**src/crre_pkg.sv**
```systemverilog
// Package for the clipped rectangle raster engine.
// Holds request codes, register indexes, the corner inset table and shared types.
// No dependencies.
package crre_pkg;

   localparam int MAX_WIDTH_DEF  = 256;
   localparam int MAX_HEIGHT_DEF = 256;
   localparam int MAX_RADIUS     = 10;

   localparam logic [2:0] REQ_FILL  = 3'd0;
   localparam logic [2:0] REQ_BLEND = 3'd1;
   localparam logic [2:0] REQ_GRAD  = 3'd2;
   localparam logic [2:0] REQ_READ  = 3'd3;
   localparam logic [2:0] REQ_WRITE = 3'd4;

   localparam logic [1:0] REG_SCREEN_WIDTH  = 2'd0;
   localparam logic [1:0] REG_SCREEN_HEIGHT = 2'd1;
   localparam logic [1:0] REG_COLOR_ORDER   = 2'd2;
   localparam logic [1:0] REG_ENABLE        = 2'd3;

   // corner inset for radius r at corner row k
   function automatic logic [2:0] inset_lookup(input logic [3:0] r, input logic [3:0] k);
      logic [2:0] v;
      v = 3'd0;
      unique case (r)
         4'd2: v = (k == 4'd0) ? 3'd1 : 3'd0;
         4'd3: unique case (k) 4'd0: v = 3'd2; 4'd1: v = 3'd1; default: v = 3'd0; endcase
         4'd4: unique case (k) 4'd0: v = 3'd3; 4'd1: v = 3'd1; default: v = 3'd0; endcase
         4'd5: unique case (k)
                  4'd0: v = 3'd4; 4'd1: v = 3'd2; 4'd2: v = 3'd1; default: v = 3'd0;
               endcase
         4'd6: unique case (k)
                  4'd0: v = 3'd5; 4'd1: v = 3'd3; 4'd2: v = 3'd2; 4'd3: v = 3'd1;
                  default: v = 3'd0;
               endcase
         4'd7: unique case (k)
                  4'd0: v = 3'd4; 4'd1: v = 3'd2; 4'd2: v = 3'd1; 4'd3: v = 3'd1;
                  default: v = 3'd0;
               endcase
         4'd8, 4'd9: unique case (k)
                  4'd0: v = 3'd5; 4'd1: v = 3'd3; 4'd2: v = 3'd2; 4'd3: v = 3'd1;
                  4'd4: v = 3'd1; default: v = 3'd0;
               endcase
         4'd10: unique case (k)
                  4'd0: v = 3'd6; 4'd1: v = 3'd4; 4'd2: v = 3'd2; 4'd3: v = 3'd2;
                  4'd4: v = 3'd1; 4'd5: v = 3'd1; default: v = 3'd0;
               endcase
         default: v = 3'd0;
      endcase
      return v;
   endfunction

   typedef struct packed {
      logic [2:0]  req_type;
      logic [15:0] x_pos;
      logic [15:0] y_pos;
      logic [15:0] rect_width;
      logic [15:0] rect_height;
      logic [3:0]  corner_radius;
      logic [31:0] color;
      logic [23:0] second_color;
      logic [7:0]  alpha;
   } req_type_type;

   typedef struct packed {
      logic [31:0] read_data;
      logic        ignored;
   } rsp_type;

   // start/done handshake to the divider
   typedef struct packed {
      logic        start;
      logic [17:0] dividend;
      logic [17:0] divisor;
   } div_ctl_type;

   typedef struct packed {
      logic        done;
      logic [17:0] quotient;
   } div_sts_type;

endpackage

```
**src/crre_div.sv**
```systemverilog
// Restoring divider, one quotient bit per cycle, used by the engine for gradient rows.
// Depends on crre_pkg for the control structs.
module crre_div (
   input  logic                  clock,
   input  logic                  reset,
   input  crre_pkg::div_ctl_type ctl,
   output crre_pkg::div_sts_type sts
);
   localparam int W = 18;
   logic [W-1:0] quo_ff, quo_in;
   logic [W-1:0] rem_ff, rem_in;
   logic [W-1:0] dvs_ff, dvs_in;
   logic [4:0]   cnt_ff, cnt_in;
   logic         busy_ff, busy_in;
   logic         done_ff, done_in;
   logic [W:0]   trial;

   always_comb begin
      quo_in  = quo_ff;
      rem_in  = rem_ff;
      dvs_in  = dvs_ff;
      cnt_in  = cnt_ff;
      busy_in = busy_ff;
      done_in = 1'b0;
      trial   = {rem_ff, quo_ff[W-1]} - {1'b0, dvs_ff};
      if (ctl.start) begin
         quo_in  = ctl.dividend;
         rem_in  = '0;
         dvs_in  = ctl.divisor;
         cnt_in  = 5'(W);
         busy_in = 1'b1;
      end else if (busy_ff) begin
         if (trial[W]) begin
            rem_in = {rem_ff[W-2:0], quo_ff[W-1]};
            quo_in = {quo_ff[W-2:0], 1'b0};
         end else begin
            rem_in = trial[W-1:0];
            quo_in = {quo_ff[W-2:0], 1'b1};
         end
         cnt_in = cnt_ff - 5'd1;
         if (cnt_ff == 5'd1) begin
            busy_in = 1'b0;
            done_in = 1'b1;
         end
      end
   end

   always_ff @(posedge clock) begin
      if (reset) begin
         busy_ff <= 1'b0;
         done_ff <= 1'b0;
         cnt_ff  <= '0;
      end else begin
         busy_ff <= busy_in;
         done_ff <= done_in;
         cnt_ff  <= cnt_in;
      end
      quo_ff <= quo_in;
      rem_ff <= rem_in;
      dvs_ff <= dvs_in;
   end

   assign sts.done     = done_ff;
   assign sts.quotient = quo_ff;
endmodule

```
**config.mk**
```make
export PLATFORM = sky130hd
export DESIGN_NAME = crre_div
export DESIGN_NICKNAME = d
export VERILOG_FILES = /design/src/crre_pkg.sv /design/src/crre_div.sv
export SDC_FILE = /design/constraint.sdc
export NUM_CORES = 1
export LEC_CHECK = 0
export BUFFER_PORTS_ARGS = -buffer_cell sky130_fd_sc_hd__buf_2
export CORE_MARGIN = 8
export CORE_UTILIZATION = 50
export CTS_CLUSTER_DIAMETER = 150
export CTS_CLUSTER_SIZE = 16
export DETAILED_ROUTE_END_ITERATION = 7
export HOLD_SLACK_MARGIN = 0.1
export PLACE_DENSITY = 0.74
export RECOVER_POWER = 100
export SKIP_LAST_GASP = 1
export SLEW_MARGIN = 20
export SYNTH_ARGS = -nofsm -noshare
export SYNTH_HDL_FRONTEND = slang
export SYNTH_SLANG_ARGS = --single-unit
```
**constraint.sdc**
```tcl
create_clock -name clock -period 4 [get_ports clock]
set_input_delay 0.4 -clock clock [delete_from_list [all_inputs] [get_ports clock]]
set_output_delay 0.4 -clock clock [all_outputs]
set_load 0.01 [all_outputs]
```
== After elaboration in Yosys (flattened, before gate mapping) ==
Cells that the tools add are included.

* Register bits after elaboration: 61
* Input bits: 39
* Word-level logic and storage cells: 24

* $add $sub $neg: 2
* Eq/ne operators: 1
* Multiplexer cells: 10
* Bitwise operators: 1
* Reductions and logical operators: 3

{| class="wikitable"
|+ Operators by type and width
! kind !! count
|-
| 18-bit two-way mux || 3
|-
| 19-bit by 18-bit subtractor with 19-bit output || 1
|-
| 5-bit two-way mux || 2
|-
| 5-bit by 1-bit == test with 1-bit output (second input constant) || 1
|-
| 1-bit two-way mux || 5
|-
| 5-bit by 1-bit subtractor with 5-bit output (second input constant) || 1
|-
| 3-bit OR reduction || 1
|-
| 2-bit nonzero test || 1
|-
| 2-bit OR reduction || 1
|-
| 1-bit NOT || 1
|}

== Logic depth before layout (Yosys ltp) ==
* Word-level depth: 4
* Depth in mapped cells: 12
* Gate-level depth less buffers: 11

== Worst setup path before layout ==
OpenSTA, ideal clock, no wires.

* Kind: reg2reg
* Start point: register quo_ff[17]
* End point: register quo_ff[0] (data pin)
* Setup time: 0.260 ns
* Arrival: 2.520 ns
* Required time: 3.740 ns
* Setup slack: 1.220 ns
* Stages on the path, launching flop included: 12
* Buffers on the path: 1
* Period minus slack after synthesis: 2.780 ns
* Cell sequence: edfxtp_1 inv_1 ha_1 inv_1 fa_1 a21oi_1 o22ai_1 o31ai_1 or4_4 a211oi_4 buf_2 mux2_2

* Longest elaborated chain between the ends: 4

{| class="wikitable"
|+ Ends and longest elaborated chain
! what !! RTL line !! source
|-
| start: declaration || crre_div.sv:10 || <nowiki>logic [W-1:0] quo_ff, quo_in;</nowiki>
|-
| start signal: assignment || crre_div.sv:58 || <nowiki>quo_ff <= quo_in;</nowiki>
|-
| 19-bit by 18-bit subtractor with 19-bit output || crre_div.sv:25 || <nowiki>trial = {rem_ff, quo_ff[W-1]} - {1'b0, dvs_ff};</nowiki>
|-
| 1-bit two-way mux || crre_div.sv:33 || <nowiki>if (trial[W]) begin</nowiki>
|-
| 18-bit two-way mux || crre_div.sv:32 || <nowiki>end else if (busy_ff) begin</nowiki>
|-
| 18-bit two-way mux || crre_div.sv:26 || <nowiki>if (ctl.start) begin</nowiki>
|-
| net quo_in[0] || crre_div.sv:10 ||
|}

The timed path passes the listed nets, and every way through them passes these cells. The select of a mux whose other input is x is not followed.
A chain may end at the register's enable or synchronous reset.

== Final worst setup path ==
* Start point: register quo_ff[17]
* End point: register rem_ff[12]

* Longest elaborated chain between the ends: 2

{| class="wikitable"
|+ Ends and longest elaborated chain
! what !! RTL line !! source
|-
| 19-bit by 18-bit subtractor with 19-bit output || crre_div.sv:25 ||
|-
| 18-bit two-way mux || crre_div.sv:33 ||
|-
| end signal: assignment || crre_div.sv:59 || <nowiki>rem_ff <= rem_in;</nowiki>
|-
| end: declaration || crre_div.sv:11 || <nowiki>logic [W-1:0] rem_ff, rem_in;</nowiki>
|}

Every way passes these cells.

==> out/metrics.yaml <==
status: "complete, but fails checks"
violations: "max-capacitance violations, max-slew violations"
grt_pass1_wl_mm: 12.3
synth_top_area_share_pct: 30.9
crit_path_start_kind: "flip-flop"
clk_latency_ns: 0.34
die_y_um: 99.6
synthCells: 344
synth_edf_count: 36
period_share_pct: 86.1
postCtsSetupBuffers: 0
cpPeakStageDelay_ns: 0.61
overflow: 0
antenna_found_initial: 0
ir_worst_vdd_mv: 0.327
slew_headroom_pct: -78.9
crit_slowest_cell: "or4_2"
path_clk_slew_ns: 0.07
finalSetupViolCount: 0
num_rows: 30
drt-pass1-iter-count: 4
cts_buffers: 9
post_synth.cell_area_avg_um2: 10.2
cts_resized: 0
dieArea_um2: 9920
grt_start_max_net_pins: 55
port_buffers: 57
tns_ns: 0
root_buffer: "clkbuf_8"
critical_path_class: "flip-flop to flip-flop"
worst_slack_ns: 0.555
hp-class: "input pin to flip-flop"
worstPathArrival_ns: 3.54
path_delay_family: "compound AO/OA/AOI/OAI gates"
synth_top_cell_by_area: "edfxtp_1"
rsz0062_at_grt: "no"
start_util_pct: 51.4
worst_setup_path_end_kind: "flip-flop"
drt_iter0_markers: 149
tightest_slew_ns: 2.68
syn_area_um2: 3490
cts_max_level: 3
ys.flop_type: "edfxtp_1"
pre_cts_slack_ns: 0.812
critPathMaxFanout: 14
die_x_um: 99.6
diodes: 0
remaining_drc_errors: 0
cp_common_cell: "inv_1"
p_per_area_nw_per_um2: 390
hold_viol_final: 0
gp_congestion: 0.912
core-area_um2: 6790
p_leak_uw: 0.00162
synth_area_leaders: "edfxtp_1 31%, dfxtp_1 14%, ha_1 7.2%"
drt-wirelength-per-cell_um: 15.0
dpl.hpwl_mm: 5.45
cts_tree: "done"
finalMaxSlewViolations: 55
critPathBufInv: 3
synth_warnings: 0
max_freq_mhz: 290
ys_top_cells_by_count: "36 x edfxtp_1, 29 x nor2_1, 28 x inv_1, 25 x dfxtp_1, 21 x nand2_1"
grt_pass1_vias: 2710
synth.most_common_cell: "edfxtp_1"
yosysSeqAreaShare_pct: 45.3
cap_viol_max_count: 1
synth_cell_types: 51
synth_fp_nets: 404
skew_ns: 0.00699
clk_path_buf_depth: 2
area_growth_pct: 14.0
vias: 2694
required_ns: 4.09
antenna_left: 0
num-nets-final: 459
cts.sinks: 61
min_period_ns: 3.45
ctsHoldBuffers: 0
ys_async_sr_fraction_pct: 0
io_pins: 58
drive_above_1_share_pct: 19.1
ys_seq_elements: 61
routed_wl_mm: 7.48
path_cells: "inv_1 > ha_1 > inv_1 > fa_1 > a21oi_1 > o22ai_1 > o31ai_1 > or4_2 > a211oi_4 > buf_4 > mux2i_1 > a211oi_1"
grt_usage_pct: 15.5
viasPerCell: 5.39
==> metrics by stage <==
| stage | cell area [um^2] | utilization, % | std cells | hold WS, ns | total power [uW] |
|---|---|---|---|---|---|
| 3_3_place_gp | 3850 | 56.6 | 484 | 0.472 | 1080 |
| 3_5_place_dp | 3850 | 56.6 | 484 | 0.475 | 1080 |
| 5_1_grt | 3980 | 58.6 | 500 | 0.212 | 1630 |
| 4_1_cts | 4020 | 59.1 | 500 | 0.216 | 1570 |
| 2_1_floorplan | 3490 | - | 344 | 0.445 | 989 |
| 6_report | 3980 | 58.6 | 500 | 0.230 | 1550 |
==> worst paths after layout <==
path / slack (ns) / endpoint / cells past startpoint / start
setup / recovery: 0.55 / rem_ff[12] / 12 / quo_ff[17]
setup reg to reg: 0.55 / rem_ff[12] / 12 / quo_ff[17]
hold reg to reg: 0.50 / rem_ff[16] / 2 / rem_ff[16]
hold / removal: 0.23 / dvs_ff[11] / 1 / ctl[11]
==> state kept, by name (all words and copies together) (netlist names) <==
| register | count |
|---|---|
| cnt_ff | 5 |
| quo_ff | 18 |
| busy_ff | 1 |
| dvs_ff | 18 |
| rem_ff | 18 |
| done_ff | 1 |
==> worst reg2reg max path, stage by stage, from the launching register on <==
cell and delay, ns:
edfxtp_1 0.35, inv_1 0.06, ha_1 0.20, inv_1 0.07, fa_1 0.24, a21oi_1 0.10
o22ai_1 0.16, o31ai_1 0.18, or4_2 0.61, a211oi_4 0.61, buf_4 0.34, mux2i_1 0.21
a211oi_1 0.08
==> where the power goes <==
part / leakage, uW / switching, uW / internal [uW]
clock network: 0.0000824 / 245 / 240
logic: 0.000973 / 181 / 139
registers: 0.000563 / 25.4 / 721
==> area by class of cell <==
type	instances	area [um^2]
repair buffers	60	275
inverters	28	105
fillers	604	2810
flip-flops and latches	61	1580
well taps	96	120
clock inverters	4	25.0
clock buffers	12	145
multi-input cells	239	1730
==> routing by layer <==
metal | vias to the layer above | wire length [um] | global-route usage [%]
li1 | 1360 | - | -
met1 | 1242 | 3400 | 18.5
met2 | 83 | 3350 | 23.9
met3 | 9 | 612 | 6.77
met4 | 0 | 113 | 6.40
met5 | - | 0 | 0
==> kinds of logic (layout without fill, tap and decap cells) <==
| kind of cell | count (synthesis) | count (layout) | synth area share, % |
|---|---|---|---|
| mux | 34 | 34 | 10.4 |
| buf+inv | 44 | 104 | 5.12 |
| simple gates | 84 | 84 | 11.5 |
| fa+ha+maj | 21 | 21 | 7.74 |
| flops | 61 | 61 | 45.3 |
| xor+xnor | 15 | 15 | 3.76 |
| compound gates | 85 | 85 | 16.2 |
==> cell usage in the layout, fill, tap and decap left out, types with 4 or more instances in the layout <==
cell type / count
nor2b_1: 4
ha_1: 20
edfxtp_1: 36
inv_1: 28
mux2_2: 18
xor2_1: 7
and3_1: 5
clkbuf_8: 10
nor3_1: 6
nor2_1: 29
o21ai_0: 18
mux2i_1: 16
a21oi_1: 20
dfxtp_1: 25
a211oi_1: 11
o21a_1: 5
clkbuf_1: 24
nand2_1: 21
nand3_1: 6
buf_2: 37
a21o_1: 6
xnor2_1: 8
Power figures use the tool's default switching activity.
